**src/rtl/sha1_pkg.sv**
```systemverilog
package sha1_pkg;

    localparam int WORD_W      = 32;
    localparam int CHAIN_WORDS = 5;
    localparam int BLOCK_WORDS = 16;
    localparam int BLOCK_BITS  = BLOCK_WORDS * WORD_W;
    localparam int ROUNDS      = 80;
    localparam int ROUND_W     = $clog2(ROUNDS);

    localparam logic [ROUND_W-1:0] ROUND_LAST = ROUND_W'(ROUNDS - 1);
    localparam logic [ROUND_W-1:0] ROUND_F2   = ROUND_W'(20);
    localparam logic [ROUND_W-1:0] ROUND_F3   = ROUND_W'(40);
    localparam logic [ROUND_W-1:0] ROUND_F4   = ROUND_W'(60);

    localparam logic [31:0] H_INIT [CHAIN_WORDS] = '{
        32'h67452301, 32'hEFCDAB89, 32'h98BADCFE, 32'h10325476, 32'hC3D2E1F0
    };

    localparam logic [31:0] K_0 = 32'h5A827999;
    localparam logic [31:0] K_1 = 32'h6ED9EBA1;
    localparam logic [31:0] K_2 = 32'h8F1BBCDC;
    localparam logic [31:0] K_3 = 32'hCA62C1D6;

    localparam logic [7:0] PAD_BYTE  = 8'h80;
    localparam logic [7:0] ZERO_BYTE = 8'h00;

    // Byte position at which the 64-bit length field starts.
    localparam logic [5:0] LEN_POS  = 6'd56;
    localparam logic [5:0] LAST_POS = 6'd63;
    localparam logic [2:0] LEN_LAST = 3'd7;
    localparam logic [2:0] IDX_LAST = 3'd4;

    typedef enum logic [2:0] {
        S_IDLE,
        S_ROUND,
        S_PAD80,
        S_ZERO,
        S_LEN,
        S_OUT
    } top_state_t;

    typedef enum logic [1:0] {
        C_IDLE,
        C_ROUND,
        C_ADD
    } core_state_t;

    typedef struct packed {
        logic       push;
        logic [7:0] push_byte;
        logic       start;
        logic       reinit;
        logic [2:0] word_idx;
    } core_ctrl_t;

    typedef struct packed {
        logic        done;
        logic [31:0] word;
    } core_stat_t;

endpackage

```
**src/rtl/sha1_in_if.sv**
```systemverilog
interface sha1_in_if;
    logic       valid;
    logic       ready;
    logic [7:0] data_byte;
    logic       byte_valid;
    logic       last_byte;

    modport source (output valid, output data_byte, output byte_valid, output last_byte,
                    input ready);
    modport sink   (input valid, input data_byte, input byte_valid, input last_byte,
                    output ready);
endinterface

```
**src/rtl/sha1_out_if.sv**
```systemverilog
interface sha1_out_if;
    logic        valid;
    logic        ready;
    logic [31:0] digest_word;
    logic [2:0]  word_index;
    logic        last_word;

    modport source (output valid, output digest_word, output word_index, output last_word,
                    input ready);
    modport sink   (input valid, input digest_word, input word_index, input last_word,
                    output ready);
endinterface

```
**src/rtl/sha1_core.sv**
```systemverilog
module sha1_core
    import sha1_pkg::*;
(
    input  logic       clk,
    input  logic       rst_n,
    input  core_ctrl_t ctrl,
    output core_stat_t stat
);

    core_state_t state_reg, state_next;

    logic [ROUND_W-1:0]    round_reg, round_next;
    logic [BLOCK_BITS-1:0] msg_reg, msg_next;
    logic [31:0]           chain_reg [CHAIN_WORDS];
    logic [31:0]           chain_next [CHAIN_WORDS];
    logic [31:0]           a_reg, b_reg, c_reg, d_reg, e_reg;
    logic [31:0]           a_next, b_next, c_next, d_next, e_next;

    logic [31:0] w_cur, w_new, f_val, k_val, temp;

    // The message register doubles as the schedule: word 0 sits in the top bits and
    // each round shifts one word out and the next expanded word in at the bottom.
    assign w_cur = msg_reg[BLOCK_BITS-1 -: WORD_W];

    always_comb
    begin
        logic [31:0] x;
        x = msg_reg[BLOCK_BITS-1-13*WORD_W -: WORD_W] ^ msg_reg[BLOCK_BITS-1-8*WORD_W -: WORD_W]
          ^ msg_reg[BLOCK_BITS-1-2*WORD_W -: WORD_W] ^ w_cur;
        w_new = {x[30:0], x[31]};
    end

    always_comb
    begin
        if (round_reg < ROUND_F2)
        begin
            f_val = (b_reg & c_reg) | (~b_reg & d_reg);
            k_val = K_0;
        end
        else if (round_reg < ROUND_F3)
        begin
            f_val = b_reg ^ c_reg ^ d_reg;
            k_val = K_1;
        end
        else if (round_reg < ROUND_F4)
        begin
            f_val = (b_reg & c_reg) | (b_reg & d_reg) | (c_reg & d_reg);
            k_val = K_2;
        end
        else
        begin
            f_val = b_reg ^ c_reg ^ d_reg;
            k_val = K_3;
        end
    end

    assign temp = {a_reg[26:0], a_reg[31:27]} + f_val + e_reg + k_val + w_cur;

    // Next state.
    always_comb
    begin
        state_next = state_reg;
        case (state_reg)
            C_IDLE:
            begin
                if (ctrl.start)
                begin
                    state_next = C_ROUND;
                end
            end
            C_ROUND:
            begin
                if (round_reg == ROUND_LAST)
                begin
                    state_next = C_ADD;
                end
            end
            C_ADD:
            begin
                state_next = C_IDLE;
            end
            default:
            begin
                state_next = C_IDLE;
            end
        endcase
    end

    // Datapath updates.
    always_comb
    begin
        round_next = round_reg;
        msg_next   = msg_reg;
        chain_next = chain_reg;
        a_next     = a_reg;
        b_next     = b_reg;
        c_next     = c_reg;
        d_next     = d_reg;
        e_next     = e_reg;
        stat.done  = 1'b0;
        stat.word  = chain_reg[ctrl.word_idx];
        case (state_reg)
            C_IDLE:
            begin
                if (ctrl.push)
                begin
                    msg_next = {msg_reg[BLOCK_BITS-9:0], ctrl.push_byte};
                end
                if (ctrl.start)
                begin
                    round_next = '0;
                    a_next     = chain_reg[0];
                    b_next     = chain_reg[1];
                    c_next     = chain_reg[2];
                    d_next     = chain_reg[3];
                    e_next     = chain_reg[4];
                end
                if (ctrl.reinit)
                begin
                    chain_next = H_INIT;
                end
            end
            C_ROUND:
            begin
                msg_next   = {msg_reg[BLOCK_BITS-WORD_W-1:0], w_new};
                round_next = round_reg + 1'b1;
                a_next     = temp;
                b_next     = a_reg;
                c_next     = {b_reg[1:0], b_reg[31:2]};
                d_next     = c_reg;
                e_next     = d_reg;
            end
            C_ADD:
            begin
                chain_next[0] = chain_reg[0] + a_reg;
                chain_next[1] = chain_reg[1] + b_reg;
                chain_next[2] = chain_reg[2] + c_reg;
                chain_next[3] = chain_reg[3] + d_reg;
                chain_next[4] = chain_reg[4] + e_reg;
                stat.done     = 1'b1;
            end
            default:
            begin
                stat.done = 1'b0;
            end
        endcase
    end

    always_ff @(posedge clk or negedge rst_n)
    begin
        if (!rst_n)
        begin
            state_reg <= C_IDLE;
            round_reg <= '0;
            chain_reg <= H_INIT;
        end
        else
        begin
            state_reg <= state_next;
            round_reg <= round_next;
            chain_reg <= chain_next;
        end
    end

    always_ff @(posedge clk)
    begin
        msg_reg <= msg_next;
        a_reg   <= a_next;
        b_reg   <= b_next;
        c_reg   <= c_next;
        d_reg   <= d_next;
        e_reg   <= e_next;
    end

endmodule

```
**src/rtl/sha1_message_digest.sv**
```systemverilog
// SHA-1 digest of a byte stream. Each request on msg carries at most one message byte;
// last_byte closes the message, and a request with last_byte but no byte ends the message
// as it stands (with nothing before it, the empty message). A byte is taken whenever msg
// is ready. Every 64th byte starts the compression, which runs one round per cycle on a
// single shared round unit: 80 rounds and then the chaining add, during which msg is not
// ready. After the last request the block feeds the padding through the same byte path,
// one byte per cycle outside compressions (0x80, zero fill to byte 56, the 64-bit
// big-endian bit length), compresses the final one or two blocks, and then offers the five
// digest words on digest, h0 first, word_index 0 to 4, with last_word on the fifth. After
// the fifth word is taken the block is ready for the next message. Over long messages each
// 64-byte block costs its byte transfers plus one compression; a message end adds the
// padding bytes, one or two compressions and the five output transfers.
module sha1_message_digest
    import sha1_pkg::*;
(
    input  logic            clk,
    input  logic            rst_n,
    sha1_in_if.sink         msg,
    sha1_out_if.source      digest
);

    top_state_t state_reg, state_next;
    top_state_t ret_reg, ret_next;

    logic [5:0]  pos_reg, pos_next;
    logic [63:0] bit_count_reg, bit_count_next;
    logic [2:0]  len_cnt_reg, len_cnt_next;
    logic [2:0]  idx_reg, idx_next;

    core_ctrl_t ctrl;
    core_stat_t stat;

    logic in_fire, out_fire, wrap;

    sha1_core u_core (
        .clk   (clk),
        .rst_n (rst_n),
        .ctrl  (ctrl),
        .stat  (stat)
    );

    assign in_fire  = msg.valid && msg.ready;
    assign out_fire = digest.valid && digest.ready;
    assign wrap     = ctrl.push && (pos_reg == LAST_POS);

    // Outputs and core control.
    always_comb
    begin
        msg.ready      = 1'b0;
        digest.valid   = 1'b0;
        ctrl.push      = 1'b0;
        ctrl.push_byte = ZERO_BYTE;
        ctrl.reinit    = 1'b0;
        ctrl.word_idx  = idx_reg;
        case (state_reg)
            S_IDLE:
            begin
                msg.ready      = 1'b1;
                ctrl.push      = msg.valid && msg.byte_valid;
                ctrl.push_byte = msg.data_byte;
            end
            S_PAD80:
            begin
                ctrl.push      = 1'b1;
                ctrl.push_byte = PAD_BYTE;
            end
            S_ZERO:
            begin
                ctrl.push      = (pos_reg != LEN_POS);
                ctrl.push_byte = ZERO_BYTE;
            end
            S_LEN:
            begin
                ctrl.push      = 1'b1;
                ctrl.push_byte = bit_count_reg[63:56];
            end
            S_OUT:
            begin
                digest.valid = 1'b1;
                ctrl.reinit  = digest.ready && (idx_reg == IDX_LAST);
            end
            default:
            begin
                msg.ready = 1'b0;
            end
        endcase
        ctrl.start = ctrl.push && (pos_reg == LAST_POS);
    end

    assign digest.digest_word = stat.word;
    assign digest.word_index  = idx_reg;
    assign digest.last_word   = (idx_reg == IDX_LAST);

    // Next state and counters.
    always_comb
    begin
        state_next     = state_reg;
        ret_next       = ret_reg;
        len_cnt_next   = len_cnt_reg;
        idx_next       = idx_reg;
        bit_count_next = bit_count_reg;
        pos_next       = ctrl.push ? pos_reg + 1'b1 : pos_reg;
        case (state_reg)
            S_IDLE:
            begin
                if (in_fire)
                begin
                    if (msg.byte_valid)
                    begin
                        bit_count_next = bit_count_reg + 64'd8;
                    end
                    if (wrap)
                    begin
                        state_next = S_ROUND;
                        ret_next   = msg.last_byte ? S_PAD80 : S_IDLE;
                    end
                    else if (msg.last_byte)
                    begin
                        state_next = S_PAD80;
                    end
                end
            end
            S_ROUND:
            begin
                if (stat.done)
                begin
                    state_next = ret_reg;
                end
            end
            S_PAD80:
            begin
                state_next = wrap ? S_ROUND : S_ZERO;
                ret_next   = S_ZERO;
            end
            S_ZERO:
            begin
                if (pos_reg == LEN_POS)
                begin
                    state_next   = S_LEN;
                    len_cnt_next = '0;
                end
                else if (wrap)
                begin
                    state_next = S_ROUND;
                    ret_next   = S_ZERO;
                end
            end
            S_LEN:
            begin
                // The length bytes leave the counter most significant first.
                bit_count_next = {bit_count_reg[55:0], ZERO_BYTE};
                len_cnt_next   = len_cnt_reg + 1'b1;
                if (len_cnt_reg == LEN_LAST)
                begin
                    state_next = S_ROUND;
                    ret_next   = S_OUT;
                    idx_next   = '0;
                end
            end
            S_OUT:
            begin
                if (out_fire)
                begin
                    idx_next = idx_reg + 1'b1;
                    if (idx_reg == IDX_LAST)
                    begin
                        state_next     = S_IDLE;
                        idx_next       = '0;
                        bit_count_next = '0;
                        pos_next       = '0;
                    end
                end
            end
            default:
            begin
                state_next = S_IDLE;
            end
        endcase
    end

    always_ff @(posedge clk or negedge rst_n)
    begin
        if (!rst_n)
        begin
            state_reg     <= S_IDLE;
            ret_reg       <= S_IDLE;
            pos_reg       <= '0;
            bit_count_reg <= '0;
            len_cnt_reg   <= '0;
            idx_reg       <= '0;
        end
        else
        begin
            state_reg     <= state_next;
            ret_reg       <= ret_next;
            pos_reg       <= pos_next;
            bit_count_reg <= bit_count_next;
            len_cnt_reg   <= len_cnt_next;
            idx_reg       <= idx_next;
        end
    end

endmodule
```
**src/flat_wrapper.sv**
```systemverilog
// flat-port wrapper written by rule: the top's interface ports become plain ports
module sha1_message_digest_flat import sha1_pkg::*;
  (clk, rst_n, msg_valid, msg_data_byte, msg_byte_valid, msg_last_byte, msg_ready, digest_valid, digest_digest_word, digest_word_index, digest_last_word, digest_ready);
  sha1_in_if msg_i ();
  sha1_out_if digest_i ();
  input  logic clk;
  input  logic rst_n;
  input wire logic [$bits(msg_i.valid)-1:0] msg_valid;
  input wire logic [$bits(msg_i.data_byte)-1:0] msg_data_byte;
  input wire logic [$bits(msg_i.byte_valid)-1:0] msg_byte_valid;
  input wire logic [$bits(msg_i.last_byte)-1:0] msg_last_byte;
  output wire logic [$bits(msg_i.ready)-1:0] msg_ready;
  output wire logic [$bits(digest_i.valid)-1:0] digest_valid;
  output wire logic [$bits(digest_i.digest_word)-1:0] digest_digest_word;
  output wire logic [$bits(digest_i.word_index)-1:0] digest_word_index;
  output wire logic [$bits(digest_i.last_word)-1:0] digest_last_word;
  input wire logic [$bits(digest_i.ready)-1:0] digest_ready;
  assign msg_i.valid = msg_valid;
  assign msg_i.data_byte = msg_data_byte;
  assign msg_i.byte_valid = msg_byte_valid;
  assign msg_i.last_byte = msg_last_byte;
  assign msg_ready = msg_i.ready;
  assign digest_valid = digest_i.valid;
  assign digest_digest_word = digest_i.digest_word;
  assign digest_word_index = digest_i.word_index;
  assign digest_last_word = digest_i.last_word;
  assign digest_i.ready = digest_ready;
  sha1_message_digest u_core (.clk(clk), .rst_n(rst_n), .msg(msg_i), .digest(digest_i));
endmodule
```
**config.mk**
```make
export PLATFORM = sky130hd
export DESIGN_NAME = sha1_message_digest_flat
export DESIGN_NICKNAME = d
export VERILOG_FILES = /design/src/rtl/sha1_pkg.sv /design/src/rtl/sha1_in_if.sv /design/src/rtl/sha1_out_if.sv /design/src/rtl/sha1_core.sv /design/src/rtl/sha1_message_digest.sv /design/src/flat_wrapper.sv
export SDC_FILE = /design/constraint.sdc
export NUM_CORES = 2
export LEC_CHECK = 0
export CAP_MARGIN = 20
export CORE_ASPECT_RATIO = 1.1
export CORE_MARGIN = 2
export CORE_UTILIZATION = 45
export DETAILED_ROUTE_END_ITERATION = 7
export DONT_BUFFER_PORTS = 1
export GPL_ROUTABILITY_DRIVEN = 0
export PLACE_DENSITY = 0.57
export SLEW_MARGIN = 20
export SYNTH_ARGS = -nofsm -noshare
export SYNTH_HDL_FRONTEND = slang
export SYNTH_SLANG_ARGS = --single-unit
```
**constraint.sdc**
```tcl
create_clock -name clk -period 27 [get_ports clk]
set_clock_uncertainty 0.2 [all_clocks]
set_input_delay 0 -clock clk [delete_from_list [all_inputs] [get_ports clk]]
set_output_delay 0 -clock clk [all_outputs]
set_load 0.02 [all_outputs]
```
== Word level (Yosys, flattened, before mapping) ==
Cells that the tools add are included.

* Register bits after elaboration: 923
* Input port bits: 14
* Output and inout bits: 38
* Word-level logic and storage cells: 168

* $add $sub $neg: 14
* Reductions and logical operators: 22
* Equality and inequality tests: 29
* Bitwise logic cells: 14
* Order comparisons: 4
* Multiplexer cells: 66

{| class="wikitable"
|+ Operators with widths
! kind !! count
|-
| 512-bit case mux with 2 select lines || 1
|-
| 512-bit 2-to-1 mux || 1
|-
| 32-bit 2-to-1 mux || 12
|-
| 160-bit case mux with 2 select lines || 1
|-
| 32-bit case mux with 2 select lines || 5
|-
| 32-bit adder || 9
|-
| 64-bit 2-to-1 mux || 4
|-
| 64-bit case mux with 3 select lines || 1
|-
| 160-bit 2-to-1 mux || 1
|-
| 32-bit XOR || 5
|-
| 32-bit AND || 4
|-
| 32-bit binary-select mux with 3-bit select || 1
|-
| 32-bit OR || 3
|-
| 64-bit by 4-bit adder with 64-bit output, second input constant || 1
|-
| 3-bit 2-to-1 mux || 18
|-
| 9-bit case mux with 4 select lines || 1
|-
| 32-bit inverter || 1
|-
| 31-bit 2-to-1 mux || 1
|-
| 6-bit 2-to-1 mux || 4
|-
| 2-bit inequality test, second input constant || 9
|-
| 3-bit case mux with 6 select lines || 1
|-
| 7-bit by 6-bit less-than comparator with 1-bit output, second input constant || 2
|-
| 7-bit case mux with 2 select lines || 1
|-
| 3-bit equality test, second input constant || 4
|-
| other kinds (32) || 58
|}

== Longest topological paths before layout ==
* Depth in word-level cells: 11
* Mapped depth: 24
* Depth with buffers taken out: 23

== Hierarchy ==
Synthesis repeated with hierarchy kept, for this count alone.

* Cell total of the unflattened synthesis: 5825
* Area, all modules: 54437.2 um2

{| class="wikitable"
|+ By module, submodules not included
! module !! instances !! seq. area each (um2) !! area an instance (um2) !! cells each
|-
| sha1_core || 1 || 24508.5 || 49160.9 || 5178
|-
| sha1_message_digest || 1 || 1976.9 || 5276.3 || 647
|}

== Worst setup path before layout ==
OpenSTA, ideal clock, no wires.

* Path type: register to register
* Start point: register u_core.pos_reg[0]
* End point: register u_core.u_core.msg_reg[0], enable pin
* Data arrival time: 22472 ps
* Required time: 25401 ps
* Cell stages (with the launch flop): 8
* Period minus slack after synthesis: 24071 ps
* Buffers on the path: 0
* Slack: 2929 ps
* Setup time: 1399 ps
* Cell sequence: dfrtp_1 -> inv_1 -> ha_1 -> nand2_1 -> o31ai_1 -> a221oi_2 -> nor2_1 -> nor2_1

* Word-level cells in the longest chain between the ends: 4

{| class="wikitable"
|+ RTL lines
! item !! line !! source
|-
| start: declaration || sha1_message_digest.sv:25 || <nowiki>logic [5:0] pos_reg, pos_next;</nowiki>
|-
| start signal: assignment || sha1_message_digest.sv:196 || <nowiki>pos_reg <= pos_next;</nowiki>
|-
| 6-bit inequality test || sha1_message_digest.sv:69 || <nowiki>ctrl.push = (pos_reg != LEN_POS);</nowiki>
|-
| 9-bit case mux with 4 select lines || sha1_message_digest.sv:55 || <nowiki>case (state_reg)</nowiki>
|-
| 2-bit inequality test (no line) || - ||
|-
| 2-bit AND reduction (no line) || - ||
|-
| end signal: assignment || sha1_core.sv:167 || <nowiki>msg_reg <= msg_next;</nowiki>
|-
| end: declaration || sha1_core.sv:13 || <nowiki>logic [BLOCK_BITS-1:0] msg_reg, msg_next;</nowiki>
|}

No other way between the ends.
A chain may end at the register's enable or synchronous reset.

== Worst setup path after layout ==
* Start point: register u_core.u_core.round_reg[3]
* End point: register u_core.u_core.a_reg[15], data pin

* Word-level cells in the longest chain between the ends: 9
* Elaborated cells between the ends (all ways): 14
* Those cells by class: 4 x add/sub; 3 x order compare; 7 x mux

{| class="wikitable"
|+ RTL lines
! item !! line !! source
|-
| start: declaration || sha1_core.sv:12 || <nowiki>logic [ROUND_W-1:0] round_reg, round_next;</nowiki>
|-
| start signal: assignment || sha1_core.sv:160 || <nowiki>round_reg <= round_next;</nowiki>
|-
| 7-bit by 6-bit less-than comparator with 1-bit output || sha1_core.sv:45 || <nowiki>else if (round_reg < ROUND_F4)</nowiki>
|-
| 32-bit 2-to-1 mux || sha1_core.sv:45 ||
|-
| 32-bit 2-to-1 mux || sha1_core.sv:40 || <nowiki>else if (round_reg < ROUND_F3)</nowiki>
|-
| 32-bit 2-to-1 mux || sha1_core.sv:35 || <nowiki>if (round_reg < ROUND_F2)</nowiki>
|-
| 32-bit adder (2 in series) || sha1_core.sv:57 || <nowiki>assign temp = {a_reg[26:0], a_reg[31:27]} + f_val + e_reg + k_val + w_cur;</nowiki>
|-
| 32-bit adder * (2 in series) || sha1_core.sv:57 ||
|-
| 32-bit case mux with 2 select lines * || sha1_core.sv:102 || <nowiki>case (state_reg)</nowiki>
|-
| via u_core.u_core.a_next[15] || sha1_core.sv:17 || <nowiki>logic [31:0] a_next, b_next, c_next, d_next, e_next;</nowiki>
|-
| end signal: assignment || sha1_core.sv:168 || <nowiki>a_reg <= a_next;</nowiki>
|-
| end: declaration || sha1_core.sv:16 || <nowiki>logic [31:0] a_reg, b_reg, c_reg, d_reg, e_reg;</nowiki>
|}

The timed path passes the listed nets; every way through them passes the cells marked *.

==> results by stage <==
Worst setup path:
- The capturing element type of the critical path is a flip-flop.
- Data on the critical path arrives at its endpoint at about 6.6 ns.
- The critical path is of the reg -> reg type.
- Along the worst path, the maximum fanout reaches 17.
- STA classifies the critical path startpoint as a flip-flop.
- Counting cells, the worst reg-to-reg path comes to 25.
- For the worst setup path, the data required time is approximately 27 ns.

Yosys:
- The share of the Yosys chip area taken by registers is 0.491.
- The combinational family with the most area after synthesis is simple AND/OR/NAND/NOR gates.
- The number of distinct standard cells referenced by the synthesized netlist is 89.
- After synthesis the cells add up to 0.0539 sq mm.
- The register bit count reported by yosys is 920.
- Synthesis produced 5786 cells.
- The area fraction in compound gates after synthesis is 0.119.
- The number of flops mapped to enable cells by yosys is 672.
- Yosys printed 0 warnings.
- Of the total synthesized cell area, the portion taken by XOR and XNOR cells is 0.0422.
- The net count after synthesis is between 6k and 7k.
- Of the total synthesized cell area, the portion taken by AND, OR, NAND and NOR gates is 0.195.
- The proportion of synthesized area in mux cells is 0.0212.
- The most frequently used flop master after synthesis is sky130_fd_sc_hd__edfxtp_1.
- The proportion of register bits with asynchronous set or reset after synthesis is 0.270.
- The adder-cell share of the synthesized area is 0.0930.
- Each instance of the synthesized netlist takes up on average 9.32 sq um.

Timing:
- Setup repair after global routing left no endpoint under its margin.
- The number of setup violations in the final report is 0.
- The final number of hold-violating endpoints came to 0.
- The share of the clock period used by the worst path after layout is 0.234.
- The total negative slack for setup checks is 0 ns.
- The actual transition at the worst max-transition pin is about 1.2 ns.
- The number of pins exceeding their max-slew limit in the final report came to 0.
- The shortest period the worst path allows is between 6 and 7 ns.
- Headroom to the max-slew limit came out at 0.221.
- Based on the critical path, the design can be clocked at up to roughly 0.16 GHz.

Worst hold path:
- The number of instances on the worst hold path is 3.
- The tightest min-delay check is of the in -> reg type.

Outcome:
- The run finished with clean final reports.

Pwr:
- The leakage power figure is 25.0 nW.
- In this run the power density over the cells is between 100 and 150 mW/mm^2.
- IR analysis of the VDD net gives a maximum drop of between 0.06 and 0.07 mV.

Finish:
- At the end of the flow, the number of nets in the layout was roughly 6.0k.
- The post-route core utilization is 0.495.
- The number of flip-flops under the largest register name is around 510.
- The layout cell share with drive strength beyond 1 is 0.0600.
- Compared with the post-synthesis result, the final layout area differs by 9.31%.

GRT:
- The overflow left after global routing is 0.
- The initial antenna violation count was 0.
- The largest net degree at the start of global routing is approximately 250.
- The via count of the first global-routing pass was 40.2k.
- The first-pass GRT wire length is ~240000 um.
- Across every metal layer, demand over resource in global routing totals 0.250.

Die:
- The core region area is between 0.1 and 0.15 sq mm.
- The floorplan die area is between 0.1 and 0.15 sq mm.
- The chip height is ~370 um.
- The die width is 334 um.
- The number of standard-cell rows in the floorplan is about 130.
- The top-level port count is between 50 and 60.
- The starting density of the core is 0.453.

Routing:
- The routed wire length is between 150000 and 200000 um.
- Once detail routing completed, the nets flagged for antenna violations numbered 0.
- The violation count after the first detailed-route iteration is roughly 3.4k.
- The iteration count of the initial detailed-routing pass is 5.
- The routed length per placed instance is 21.1 um.
- After detailed routing, the number of remaining DRC violations is 0.
- The detailed-route via count is approximately 40k.
- After detailed routing, the number of vias per cell comes to between 5 and 6.

Clock tree:
- The number of sinks driven by the clock tree is 920.
- In this run the clock root is driven by a sky130_fd_sc_hd__clkbuf_16.
- The number of H-tree levels is 3.
- For the worst-skew pair, the clock arrives at the later sink with an insertion delay of between 0.7 and 0.8 ns.
- Buffers inserted during clock tree synthesis total around 100.
- The CTS tree is done.
- The clock transition at the registers of the reported paths is 0.06 ns.
- The longest clock path from root to sink contains 3 buffers.

Placement:
- In this run the tool buffered the top-level ports with 0 buffer cells.
- The detailed-placement wirelength estimate is 106000 um.

Flow run:
- The total of max-cap violations is 0.
## final timing paths
check                                               end  slack (ns)                         start
max reg2reg                     u_core.u_core.a_reg[15]       20.67    u_core.u_core.round_reg[3]
min reg2reg                u_core.u_core.chain_reg[127]        0.29  u_core.u_core.chain_reg[127]
min                            u_core.u_core.msg_reg[5]        0.08              msg_data_byte[5]
max                             u_core.u_core.a_reg[15]       20.67    u_core.u_core.round_reg[3]
max in group asynchronous   u_core.u_core.chain_reg[59]       24.99                         rst_n
min in group asynchronous   u_core.u_core.chain_reg[72]        0.12                         rst_n
## through the flow
step / worst slack [ns] / power (W) / hold WS [ns] / std cells / instance area, sq um
5_1_grt: 20.26 / 0.00747 / 0.105 / 7337 / 59000
3_3_place_gp: 20.90 / 0.00552 / -0.478 / 7117 / 55300
6_report: 20.67 / 0.00697 / 0.0782 / 7338 / 59000
3_5_place_dp: 20.81 / 0.00556 / -0.477 / 7117 / 55300
4_1_cts: 20.77 / 0.00701 / 0.0361 / 7333 / 58900
2_1_floorplan: 2.93 / 0.00504 / -0.496 / 5786 / 53900
## cell usage after synthesis, types with 7 or more instances
| cell | n | area [sq um] |
|---|---|---|
| sky130_fd_sc_hd__a31oi_1 | 35 | 219 |
| sky130_fd_sc_hd__a221o_1 | 15 | 150 |
| sky130_fd_sc_hd__o21ai_0 | 346 | 1730 |
| sky130_fd_sc_hd__a21o_1 | 85 | 638 |
| sky130_fd_sc_hd__inv_1 | 284 | 1070 |
| sky130_fd_sc_hd__a21oi_1 | 239 | 1200 |
| sky130_fd_sc_hd__nand3_1 | 62 | 310 |
| sky130_fd_sc_hd__dfstp_2 | 80 | 2100 |
| sky130_fd_sc_hd__nor2b_1 | 22 | 138 |
| sky130_fd_sc_hd__or3_1 | 9 | 56.3 |
| sky130_fd_sc_hd__nor4_1 | 21 | 131 |
| sky130_fd_sc_hd__mux2_2 | 11 | 124 |
| sky130_fd_sc_hd__a22o_1 | 10 | 87.6 |
| sky130_fd_sc_hd__edfxtp_1 | 672 | 20200 |
| sky130_fd_sc_hd__nand4_1 | 19 | 119 |
| sky130_fd_sc_hd__xor2_1 | 80 | 701 |
| sky130_fd_sc_hd__nand2_1 | 2054 | 7710 |
| sky130_fd_sc_hd__nor3_1 | 54 | 270 |
| sky130_fd_sc_hd__and2_1 | 15 | 93.8 |
| sky130_fd_sc_hd__o21ai_1 | 28 | 140 |
| sky130_fd_sc_hd__xnor2_1 | 180 | 1580 |
| sky130_fd_sc_hd__o211ai_1 | 13 | 97.6 |
| sky130_fd_sc_hd__a221oi_1 | 8 | 70.1 |
| sky130_fd_sc_hd__nand2b_1 | 33 | 206 |
| sky130_fd_sc_hd__buf_1 | 15 | 56.3 |
| sky130_fd_sc_hd__ha_1 | 201 | 2510 |
| sky130_fd_sc_hd__fa_1 | 125 | 2500 |
| sky130_fd_sc_hd__a22oi_1 | 22 | 165 |
| sky130_fd_sc_hd__o31ai_1 | 23 | 173 |
| sky130_fd_sc_hd__o21a_1 | 35 | 263 |
| sky130_fd_sc_hd__nor2_1 | 273 | 1020 |
| sky130_fd_sc_hd__o21bai_1 | 20 | 150 |
| sky130_fd_sc_hd__a211oi_1 | 18 | 135 |
| sky130_fd_sc_hd__dfrtp_1 | 168 | 4200 |
| sky130_fd_sc_hd__mux2i_1 | 30 | 300 |
| sky130_fd_sc_hd__clkbuf_1 | 242 | 908 |
| sky130_fd_sc_hd__a32oi_1 | 11 | 96.3 |
| sky130_fd_sc_hd__and4_1 | 12 | 105 |
| sky130_fd_sc_hd__o22ai_1 | 31 | 194 |
| sky130_fd_sc_hd__mux4_2 | 32 | 721 |
| sky130_fd_sc_hd__o22a_1 | 9 | 78.8 |
| sky130_fd_sc_hd__a32o_1 | 7 | 70.1 |
| sky130_fd_sc_hd__and3_1 | 29 | 181 |
| sky130_fd_sc_hd__a211o_1 | 10 | 87.6 |
## cell type report
cell class	count	area [sq um]
fill	11200	60200
sequential	920	26500
multi-input combinational	4322	25500
clock buffer	161	2920
tap	1552	1940
inverter	285	1070
timing repair buffer	62	651
clock inverter	35	395
antenna	1	2.50
## critical path, stage by stage (launching register included)
cell and delay (ns):
sky130_fd_sc_hd__dfrtp_1 0.41, sky130_fd_sc_hd__and2_1 0.19, sky130_fd_sc_hd__a31oi_1 0.09, sky130_fd_sc_hd__buf_4 0.20, sky130_fd_sc_hd__nand2_1 0.07, sky130_fd_sc_hd__buf_4 0.28, sky130_fd_sc_hd__inv_1 0.11, sky130_fd_sc_hd__nor2_2 0.40
sky130_fd_sc_hd__buf_4 0.36, sky130_fd_sc_hd__a221oi_1 0.15, sky130_fd_sc_hd__fa_1 0.47, sky130_fd_sc_hd__fa_1 0.51, sky130_fd_sc_hd__inv_1 0.04, sky130_fd_sc_hd__ha_1 0.20, sky130_fd_sc_hd__inv_1 0.07, sky130_fd_sc_hd__fa_1 0.21
sky130_fd_sc_hd__nor2b_1 0.05, sky130_fd_sc_hd__o21ai_0 0.24, sky130_fd_sc_hd__a21oi_1 0.15, sky130_fd_sc_hd__nor4_1 0.45, sky130_fd_sc_hd__nor2_1 0.17, sky130_fd_sc_hd__a211o_1 0.38, sky130_fd_sc_hd__a21o_1 0.20, sky130_fd_sc_hd__a21oi_1 0.19
sky130_fd_sc_hd__xor2_1 0.18, sky130_fd_sc_hd__o21ai_0 0.08
## repair_timing
action / in CTS / in global routing
hold buffers: 20 / 1
gates resized for setup: 0 / 0
setup buffers: 0 / 0
endpoints found under the hold margin: 302 / 32
## cell families (layout without fill, tap and decap cells)
kind of cell	Yosys count	count (layout)
buffers and inverters	544	543
AND/OR/NAND/NOR	2627	2627
AO/OA/AOI/OAI	1036	1036
flip-flops	920	920
other	0	1
adder cells (fa/ha/maj)	326	326
multiplexers	73	73
XOR/XNOR	260	260
## layout by cell type, fill, tap and decap left out, types with 53 or more instances in the layout
master and instances:
sky130_fd_sc_hd__a21o_1 85, sky130_fd_sc_hd__a21oi_1 239, sky130_fd_sc_hd__clkbuf_16 104, sky130_fd_sc_hd__dfrtp_1 165
sky130_fd_sc_hd__dfstp_2 80, sky130_fd_sc_hd__edfxtp_1 672, sky130_fd_sc_hd__fa_1 125, sky130_fd_sc_hd__ha_1 201
sky130_fd_sc_hd__inv_1 283, sky130_fd_sc_hd__nand2_1 2054, sky130_fd_sc_hd__nand3_1 62, sky130_fd_sc_hd__nor2_1 269
sky130_fd_sc_hd__nor3_1 53, sky130_fd_sc_hd__o21ai_0 340, sky130_fd_sc_hd__xnor2_1 180, sky130_fd_sc_hd__xor2_1 80
## power breakdown
part           internal, W  switching (W)  leakage, nW  total (W)
Clock             0.000795       0.000610         1.61    0.00140
Combinational      0.00108        0.00172         14.3    0.00279
Sequential         0.00232       0.000453         9.10    0.00278
Total              0.00419        0.00278         25.0    0.00697
## routing by layer
metal,vias up,track usage,wire length [um]
met5,-,0,0
met4,0,0.106,6930
met1,20100,0.325,66100
li1,19600,-,-
met3,296,0.0365,7490
met2,1006,0.416,74200
No activity file was read; power rests on OpenSTA's default activity.
